===== src/design/mstt_pkg.sv =====
// Shared types and constants for the multi-slot timeout timer.
package mstt_pkg;

   localparam int NUM_SLOTS = 16;
   localparam int SLOT_W    = (NUM_SLOTS > 1) ? $clog2(NUM_SLOTS) : 1;
   localparam int SEL_W     = 4;
   localparam int CMP_W     = (SLOT_W > SEL_W) ? SLOT_W : SEL_W;
   localparam int LIMIT_W   = 16;
   localparam int COUNT_W   = 17;
   localparam int MASK_W    = 16;
   localparam int TIME_W    = 32;

   localparam logic [COUNT_W-1:0] COUNT_MAX     = 17'h1FFFF;
   localparam logic [LIMIT_W-1:0] DEFAULT_LIMIT = 16'd3;
   localparam logic [LIMIT_W-1:0] RESET_LIMIT   = 16'd5;

   localparam logic [2:0] OP_TICK    = 3'd0;
   localparam logic [2:0] OP_ADD     = 3'd1;
   localparam logic [2:0] OP_REMOVE  = 3'd2;
   localparam logic [2:0] OP_RESTART = 3'd3;
   localparam logic [2:0] OP_QUERY   = 3'd4;

   typedef struct packed {
      logic [2:0]         op;
      logic [SEL_W-1:0]   slot;
      logic [LIMIT_W-1:0] timeout_limit;
      logic               start_now;
   } req_type;

   typedef struct packed {
      logic               ok;
      logic [SEL_W-1:0]   slot_index;
      logic               expired;
      logic [COUNT_W-1:0] count;
      logic [MASK_W-1:0]  expired_mask;
      logic [TIME_W-1:0]  system_time;
   } rsp_type;

   // Command token that walks the row of slot cells.
   typedef struct packed {
      logic               valid;
      logic [2:0]         op;
      logic [SEL_W-1:0]   slot;
      logic [LIMIT_W-1:0] timeout_limit;
      logic               start_now;
      logic               found;
      logic               ok;
      logic [SEL_W-1:0]   slot_index;
      logic               expired;
      logic [COUNT_W-1:0] count;
      logic [MASK_W-1:0]  expired_mask;
   } token_type;

endpackage


===== src/design/mstt_cell.sv =====
// One timeout slot: holds its state and applies the passing command token.
module mstt_cell (
   input  logic                      clock,
   input  logic                      reset,
   input  logic [mstt_pkg::SLOT_W-1:0] cell_id,
   input  mstt_pkg::token_type       tok_i,
   output mstt_pkg::token_type       tok_o
);
   import mstt_pkg::*;

   logic               valid_ff, valid_in;
   logic [LIMIT_W-1:0] limit_ff, limit_in;
   logic [COUNT_W-1:0] counter_ff, counter_in;
   logic               running_ff, running_in;
   logic               expired_ff, expired_in;
   token_type          tok_ff, tok_in;

   logic               hit;
   logic               claim;
   logic               id_fits;
   logic               run_t;
   logic [COUNT_W-1:0] cnt_t;

   assign hit     = tok_i.valid && (CMP_W'(tok_i.slot) == CMP_W'(cell_id));
   assign claim   = tok_i.valid && (tok_i.op == OP_ADD) && !tok_i.found && !valid_ff;
   assign id_fits = (32'(cell_id) < 32'(MASK_W));

   // tick update: zero counter starts, running counts, past limit expires
   always_comb begin
      run_t = running_ff || (counter_ff == '0);
      cnt_t = counter_ff;
      if (run_t && (counter_ff < COUNT_MAX)) begin
         cnt_t = counter_ff + COUNT_W'(1);
      end
   end

   always_comb begin
      valid_in   = valid_ff;
      limit_in   = limit_ff;
      counter_in = counter_ff;
      running_in = running_ff;
      expired_in = expired_ff;
      if (tok_i.valid) begin
         case (tok_i.op)
            OP_TICK: begin
               if (valid_ff && (limit_ff != '0)) begin
                  counter_in = cnt_t;
                  running_in = run_t;
                  if (run_t && (cnt_t > {1'b0, limit_ff})) begin
                     expired_in = 1'b1;
                     running_in = 1'b0;
                  end
               end
            end
            OP_ADD: begin
               if (claim) begin
                  valid_in   = 1'b1;
                  limit_in   = (tok_i.timeout_limit != '0) ? tok_i.timeout_limit
                                                           : DEFAULT_LIMIT;
                  expired_in = 1'b0;
                  counter_in = {1'b0, tok_i.timeout_limit};
                  running_in = tok_i.start_now;
               end
            end
            OP_REMOVE: begin
               if (hit && valid_ff) begin
                  valid_in   = 1'b0;
                  running_in = 1'b0;
                  expired_in = 1'b0;
               end
            end
            OP_RESTART: begin
               if (hit && valid_ff) begin
                  counter_in = '0;
               end
            end
            default: begin
            end
         endcase
      end
   end

   always_comb begin
      tok_in = tok_i;
      if (claim) begin
         tok_in.found      = 1'b1;
         tok_in.ok         = 1'b1;
         tok_in.slot_index = SEL_W'(cell_id);
         tok_in.expired    = 1'b0;
         tok_in.count      = {1'b0, tok_i.timeout_limit};
      end else if (hit && (tok_i.op != OP_ADD)) begin
         if (tok_i.op inside {OP_REMOVE, OP_RESTART, OP_QUERY}) begin
            tok_in.ok = valid_ff;
         end
         tok_in.expired = valid_in ? expired_in : 1'b0;
         tok_in.count   = valid_in ? counter_in : '0;
      end
      if (id_fits) begin
         tok_in.expired_mask[SEL_W'(cell_id)] = expired_in;
      end
   end

   always_ff @(posedge clock) begin
      if (reset) begin
         valid_ff   <= 1'b0;
         limit_ff   <= RESET_LIMIT;
         counter_ff <= '0;
         running_ff <= 1'b0;
         expired_ff <= 1'b0;
         tok_ff     <= '0;
      end else begin
         valid_ff   <= valid_in;
         limit_ff   <= limit_in;
         counter_ff <= counter_in;
         running_ff <= running_in;
         expired_ff <= expired_in;
         tok_ff     <= tok_in;
      end
   end

   assign tok_o = tok_ff;

endmodule


===== src/design/multi_slot_timeout_timer_core.sv =====
// Top level of the multi-slot timeout timer: command entry, tick count, result.
//
// Usage: drive req_data and raise start; the command beat is taken at the
// rising edge where start is high and busy is low. Commands are tick, add,
// remove, restart and query. Each command yields exactly one result beat on
// rsp_data, marked by rsp_strobe for a single cycle; the receiver cannot
// stall it and must take it in that cycle.
// The command travels as a token down a row of NUM_SLOTS slot cells, one
// cell per cycle, each cell updating its own slot as the token passes.
// The result comes from the register of the last cell in that row.
// Busy drops in the result cycle, so a new command can be taken there;
// no new command is taken while one is still in the cell row.
// Reset: all slots free, limits 5, counters and flags zero, system time 0;
// the block accepts a command in the first cycle after reset.
module multi_slot_timeout_timer_core (
   input  logic              clock,
   input  logic              reset,
   input  logic              start,
   output logic              busy,
   input  mstt_pkg::req_type req_data,
   output logic              rsp_strobe,
   output mstt_pkg::rsp_type rsp_data
);
   import mstt_pkg::*;

   token_type         chain [NUM_SLOTS+1];
   logic              accept;
   logic              busy_ff, busy_in;
   logic [TIME_W-1:0] tick_ff, tick_in;

   assign accept = start && !busy;

   always_comb begin
      chain[0]               = '0;
      chain[0].valid         = accept;
      chain[0].op            = req_data.op;
      chain[0].slot          = req_data.slot;
      chain[0].timeout_limit = req_data.timeout_limit;
      chain[0].start_now     = req_data.start_now;
      chain[0].ok            = (req_data.op == OP_TICK);
      chain[0].slot_index    = (req_data.op == OP_ADD) ? '0 : req_data.slot;
   end

   for (genvar g = 0; g < NUM_SLOTS; g++) begin : g_cell
      mstt_cell u_cell (
         .clock   (clock),
         .reset   (reset),
         .cell_id (SLOT_W'(g)),
         .tok_i   (chain[g]),
         .tok_o   (chain[g+1])
      );
   end

   always_comb begin
      busy_in = busy_ff;
      if (accept) begin
         busy_in = 1'b1;
      end else if (chain[NUM_SLOTS].valid) begin
         busy_in = 1'b0;
      end
      tick_in = tick_ff;
      if (accept && (req_data.op == OP_TICK)) begin
         tick_in = tick_ff + TIME_W'(1);
      end
   end

   always_ff @(posedge clock) begin
      if (reset) begin
         busy_ff <= 1'b0;
         tick_ff <= '0;
      end else begin
         busy_ff <= busy_in;
         tick_ff <= tick_in;
      end
   end

   assign busy       = busy_ff && !chain[NUM_SLOTS].valid;
   assign rsp_strobe = chain[NUM_SLOTS].valid;

   always_comb begin
      rsp_data.ok           = chain[NUM_SLOTS].ok;
      rsp_data.slot_index   = chain[NUM_SLOTS].slot_index;
      rsp_data.expired      = chain[NUM_SLOTS].expired;
      rsp_data.count        = chain[NUM_SLOTS].count;
      rsp_data.expired_mask = chain[NUM_SLOTS].expired_mask;
      rsp_data.system_time  = tick_ff;
   end

endmodule

===== config.mk =====
export PLATFORM = sky130hd
export DESIGN_NAME = multi_slot_timeout_timer_core
export DESIGN_NICKNAME = d
export VERILOG_FILES = /design/src/design/mstt_pkg.sv /design/src/design/mstt_cell.sv /design/src/design/multi_slot_timeout_timer_core.sv
export SDC_FILE = /design/constraint.sdc
export NUM_CORES = 2
export LEC_CHECK = 0
export BUFFER_PORTS_ARGS = -buffer_cell sky130_fd_sc_hd__buf_2
export CAP_MARGIN = 0
export CORE_MARGIN = 5
export CORE_UTILIZATION = 50
export DETAILED_ROUTE_END_ITERATION = 8
export GPL_ROUTABILITY_DRIVEN = 1
export HOLD_SLACK_MARGIN = 0.06
export PLACE_DENSITY = 0.76
export SYNTH_ARGS = -nofsm -noshare
export SYNTH_HDL_FRONTEND = slang
export SYNTH_SLANG_ARGS = --single-unit

===== constraint.sdc =====
create_clock -name clock -period 5.2 [get_ports clock]
set_input_delay 0.26 -clock clock [delete_from_list [all_inputs] [get_ports clock]]
set_output_delay 0.26 -clock clock [all_outputs]
set_load 0.01 [all_outputs]

# Word-level counts from Yosys, hierarchy flattened
# Index checks and enable logic that the tools add are counted.
dict set report totals {
  ff_bits 1503
  inputBits 27
  out_inout_bits 73
  word_cells 1314
}
dict set report op_classes {
  add_sub_neg 17
  magnitude_cmp 32
  n_eq_ne 143
  mux 496
  bitwise_logic 2
  reduce_logical 342
}
# cell count
set ops {}
lappend ops {{17-bit 2-to-1 mux} 96}
lappend ops {{17-bit one-hot mux with 3 select lines} 16}
lappend ops {{16-bit nonzero test} 32}
lappend ops {{16-bit 2-to-1 mux} 31}
lappend ops {{18-bit 2-to-1 mux} 17}
lappend ops {{1-bit 2-to-1 mux} 274}
lappend ops {{17-bit by 1-bit adder with 17-bit output, second input constant} 16}
lappend ops {{17-bit by 16-bit > comparator with 1-bit output} 16}
lappend ops {{17-bit logical NOT} 16}
lappend ops {{17-bit < comparator, second input constant} 16}
lappend ops {{1-bit logical AND} 146}
lappend ops {{3-bit by 2-bit equality test with 1-bit output, second input constant} 32}
lappend ops {{1-bit one-hot mux with 3 select lines} 32}
lappend ops {{3-bit nonzero test} 32}
lappend ops {{2-bit by 1-bit != test with 1-bit output, second input constant} 47}
lappend ops {{5-bit AND reduction} 16}
lappend ops {{3-bit by 1-bit equality test with 1-bit output, second input constant} 16}
lappend ops {{3-bit equality test, second input constant} 16}
lappend ops {{3-bit logical NOT} 16}
lappend ops {{3-bit by 1-bit != test with 1-bit output, second input constant} 16}
lappend ops {{3-bit AND reduction} 16}
lappend ops {{1-bit logical NOT} 33}
lappend ops {{32-bit by 1-bit adder with 32-bit output, second input constant} 1}
lappend ops {{4-bit equality test, second input constant} 8}
lappend ops {{15 further kinds} 75}

# Depth between registers and ports, before layout
dict set report logic_depth {
  word_depth 13
  mapped_depth 17
  mapped_depth_nobuf 16
}

# Cells and area by module
# A second synthesis with hierarchy kept.
dict set report hier_totals {
  cells_unflattened 9127
  hier_area_um2 80190.7
}
# mod n_inst cells_per_inst area_each_um2 seq_area_each_um2
set modules_own_cells {}
lappend modules_own_cells {{mstt_cell (g_cell[0].u_cell ...)} 11 551 4842.1 2021.9}
lappend modules_own_cells {{mstt_cell (g_cell[8].u_cell)} 1 623 5290.1 2021.9}
lappend modules_own_cells {{mstt_cell (g_cell[3].u_cell)} 1 580 5212.5 2021.9}
lappend modules_own_cells {{mstt_cell (g_cell[4].u_cell)} 1 574 5098.6 2021.9}
lappend modules_own_cells {{mstt_cell (g_cell[5].u_cell)} 1 547 4956.0 2021.9}
lappend modules_own_cells {{mstt_cell (g_cell[9].u_cell)} 1 548 4795.8 2021.9}
lappend modules_own_cells {multi_slot_timeout_timer_core 1 194 1574.0 660.6}

# Worst setup path after synthesis
# OpenSTA, ideal clock, no wires.
dict set report synth_path {
  kind {reg-to-reg}
  startpoint {reg g_cell[13].u_cell.counter_ff[0]}
  endpoint {reg g_cell[13].u_cell.running_ff}
  setup_ps 74
  arrival_ps 3657
  required_time_ps 5126
  setup_slack_ps 1469
  stages_incl_launch_ff 16
  path_buffers 0
  period_less_slack_ps 3731
  path_cell_list {dfxtp_1 > inv_1 > ha_1 > nor4b_1 > a41oi_1 > nor4_2 > nand3_1 > xnor2_1 > ha_1 > and4_1 > nand2_1 > or4_1 > o21ai_0 > o21ai_0 > or3_1 > a31oi_1}
}
dict set report synth_between {
  elab_chain_len 9
  elab_cells_between_ends 11
  cone_classes {add/sub (1); order compare (2); mux (4); reduce/logical (4)}
}
# item line
set synth_lines {}
lappend synth_lines {{from (decl)} mstt_cell.sv:13} ;# logic [COUNT_W-1:0] counter_ff, counter_in;
lappend synth_lines {{from (signal assigned)} mstt_cell.sv:114} ;# counter_ff <= counter_in;
lappend synth_lines {{parallel branches: the longest is 6 deep, another holds 17-bit < comparator} n/a}
lappend synth_lines {{1-bit 2-to-1 mux *} mstt_cell.sv:49} ;# if (run_t && (cnt_t > {1'b0, limit_ff})) begin
lappend synth_lines {{1-bit 2-to-1 mux *} mstt_cell.sv:46} ;# if (valid_ff && (limit_ff != '0)) begin
lappend synth_lines {{1-bit one-hot mux with 3 select lines *} mstt_cell.sv:44} ;# case (tok_i.op)
lappend synth_lines {{to (signal assigned)} mstt_cell.sv:115} ;# running_ff <= running_in;
lappend synth_lines {{to (decl)} mstt_cell.sv:14} ;# logic running_ff, running_in;
# Every way passes the cells marked *. The select of a mux whose other input is x is not followed.
# A chain may end at the register's enable or synchronous reset.

# Final worst setup path
# Ends and elaborated chain as after synthesis.

==> impl_metrics.json <==
{
  "outcome": "complete, but fails checks",
  "violations": "design-rule violations",
  "final_common_cell": "dfxtp_1",
  "hold_ws_ps": 305,
  "grt-ovfl-total": 0,
  "powerDensity_mw_per_mm2": 315,
  "maxCapViolCount": 0,
  "place_area_mm2": 0.0700,
  "startpoint_type": "flip-flop",
  "drc": 11,
  "ir_worst_vdd_v": 0.000374,
  "core_mm2": 0.137,
  "worstMarginPinSlew_ps": 1250,
  "initial_core_util_pct": 50.1,
  "cts_tree": "yes",
  "yosys_warnings": 0,
  "ant_nets": 0,
  "first_iter_violations": 6756,
  "hold_class": "primary input to flip-flop",
  "antenna_found_initial": 5,
  "die-area_mm2": 0.145,
  "cts_setup_buffers": 0,
  "syn_area_per_cell_um2": 8.64,
  "setup_tns_ps": 0,
  "clk_latency_ps": 800,
  "portBuffers": 99,
  "clockRootBuffer": "clkbuf_16",
  "crit_arrival_ps": 5220,
  "first_global_vias": 56331,
  "instances_no_fill": 9737,
  "dpl.cell_count": 9415,
  "fin_crit_ps": 4490,
  "ctsResizeCount": 0,
  "setup_viol": 0,
  "place_hpwl_um": 154000,
  "ys_seq_area_share_pct": 43.4,
  "fillers": 12334,
  "dr.pass1.iters": 9,
  "num_vias": 59674,
  "drive_gt1_share_pct": 7.44,
  "gp_congestion": 0.964,
  "worst_path_max_delay_cell": "or4_1",
  "ys_ff_latch": 1488,
  "crit_required_ps": 5930,
  "synth_cells": 7952,
  "area_growth_pct": 10.4,
  "grt_first_pass_wirelength_um": 327000,
  "clkSinkCount": 1488,
  "die-width_um": 381,
  "slowest_delay_ps": 510,
  "max_slew_margin_pct": 16.3,
  "num_io_pins": 100,
  "regArea_mm2": 0.0298,
  "multi_input_area_mm2": 0.0356,
  "vias_per_cell": 6.13,
  "period_share_pct": 86.3,
  "rsz0062_at_grt": "no",
  "die_h_um": 381,
  "fin_area_mm2": 0.0758,
  "final_cell_mix": "dfxtp_1, nand2_1, nor2_1",
  "track_usage_pct": 28.0,
  "crit_type": "flip-flop to flip-flop",
  "cts_inserted_buffers": 158,
  "synth.cell_area_mm2": 0.0687,
  "grt_max_degree": 152,
  "syn_nets": 8268,
  "end_kind": "flip-flop",
  "startpoint": "g_cell[13].u_cell.counter_ff[0]",
  "synth_edf_count": 0,
  "r2r_start": "g_cell[13].u_cell.counter_ff[0]",
  "hp-start": "req_data[11]",
  "worstPathCellList": "inv_1, ha_1, nor4b_1, a41oi_1, a21oi_2, nor4b_1, xnor2_1, ha_1, and4_1, nand2_1, or4_1, o21ai_0, o21ai_0, or3_1, a31oi_1",
  "synthArstFlopShare_pct": 0,
  "wire_per_inst_um": 21.7,
  "drt-total-wl_um": 212000,
  "htreeDepth": 4,
  "rows": 136,
  "finalHoldViolCount": 0,
  "clockBufferDepth": 3,
  "synthFlopType": "dfxtp_1",
  "synth_cell_types": 107,
  "p_leak_nw": 27.9,
  "clk_pin_slew_worst_paths_ps": 70,
  "slew_viol_final": 0,
  "nNetsFinal": 8123,
  "fmax_mhz": 223,
  "critPathMaxFanout": 9,
  "clock_skew_ps": 28.9
}
## worst paths after layout
kind / end / slack (ps) / cells past startpoint
setup / recovery: g_cell[13].u_cell.running_ff / 710 / 15
hold / removal: g_cell[0].u_cell.tok_o[51] / 310 / 3
setup reg to reg: g_cell[13].u_cell.running_ff / 710 / 15
hold reg to reg: g_cell[5].u_cell.tok_o[0] / 430 / 1
## what timing repair did
action / in CTS / in global routing
hold endpoints to repair: 173 / 0
hold buffers: 26 / 0
endpoints found under the setup margin: 0 / 0
## stage by stage
step                util [%]  power (W)  setup slack, ps
floorplan                  -     0.0121             1470
CTS                     55.3     0.0240              789
finish                  55.3     0.0239              714
detailed placement      51.1     0.0122              834
global placement        51.1     0.0122              862
global route            55.3     0.0246              345
## routing by layer
layer / share of wire [%] / vias to the layer above / track usage (%)
met5: 0.0057 / - / 0
met4: 4.2 / 2 / 11.5
met3: 7.7 / 538 / 4.44
met2: 46 / 2543 / 45.0
met1: 43 / 28430 / 37.7
li1: - / 28161 / -
## kinds of logic after synthesis
| logic type | share of synthesized area, % |
|---|---|
| XOR/XNOR | 3.47 |
| flip-flops | 43.4 |
| AND/OR/NAND/NOR | 23.2 |
| adder cells (fa/ha/maj) | 5.26 |
| multiplexers | 0.700 |
| AO/OA/AOI/OAI | 19.0 |
| buffers and inverters | 5.04 |
## synthesized netlist by cell type (all sizes together), types with 47 or more instances
| master | count | area (um^2) |
|---|---|---|
| nor2b | 530 | 3320 |
| o21ai | 500 | 2510 |
| xnor2 | 167 | 1470 |
| inv | 350 | 1310 |
| nand4 | 150 | 957 |
| dfxtp | 1488 | 29800 |
| xor2 | 104 | 911 |
| or4 | 48 | 364 |
| a21o | 63 | 473 |
| buf | 119 | 701 |
| a31oi | 55 | 350 |
| nand3 | 172 | 876 |
| and2 | 47 | 294 |
| ha | 289 | 3620 |
| nand2 | 782 | 2940 |
| a22oi | 258 | 1940 |
| a222oi | 66 | 661 |
| and4 | 71 | 622 |
| nor4 | 197 | 1430 |
| a21oi | 538 | 2720 |
| nor2 | 601 | 2260 |
| nand2b | 59 | 369 |
| nor3 | 114 | 602 |
| and3 | 142 | 888 |
| clkbuf | 385 | 1450 |
## critical path: cells and delay by family, from the launching register on
| kind | cells | cell delay, ps |
|---|---|---|
| and+or+nand+nor | 6 | 1990 |
| xor gates and xnor gates | 1 | 120 |
| adders and majority gates | 2 | 490 |
| AOI/OAI and AO/OA | 5 | 1370 |
| DFF | 1 | 350 |
| buffers and inverters | 1 | 120 |
## layout make-up
type / instances / area share, %
diodes: 4 / 0.0132
clock buffers: 214 / 5.92
repair buffers: 199 / 1.78
multi-input cells: 5610 / 46.9
flip-flops and latches: 1488 / 39.3
well taps: 1794 / 2.96
inverters: 350 / 1.74
clock inverters: 78 / 1.39
## report_power, final
group          switching, W  internal (W)
registers         0.0000711        0.0114
clock network       0.00487       0.00702
logic              0.000343      0.000127
## registers in the layout, summed over array words and instances, names as in the netlist
| name | cells |
|---|---|
| g_cell.u_cell.tok_o | 894 |
| g_cell.u_cell.counter_ff | 272 |
| g_cell.u_cell.limit_ff | 256 |
| tick_ff | 32 |
| g_cell.u_cell.running_ff | 16 |
| g_cell.u_cell.valid_ff | 16 |
| busy_ff | 1 |
| g_cell.u_cell.expired_ff | 1 |
No activity file was read; power rests on OpenSTA's default activity.
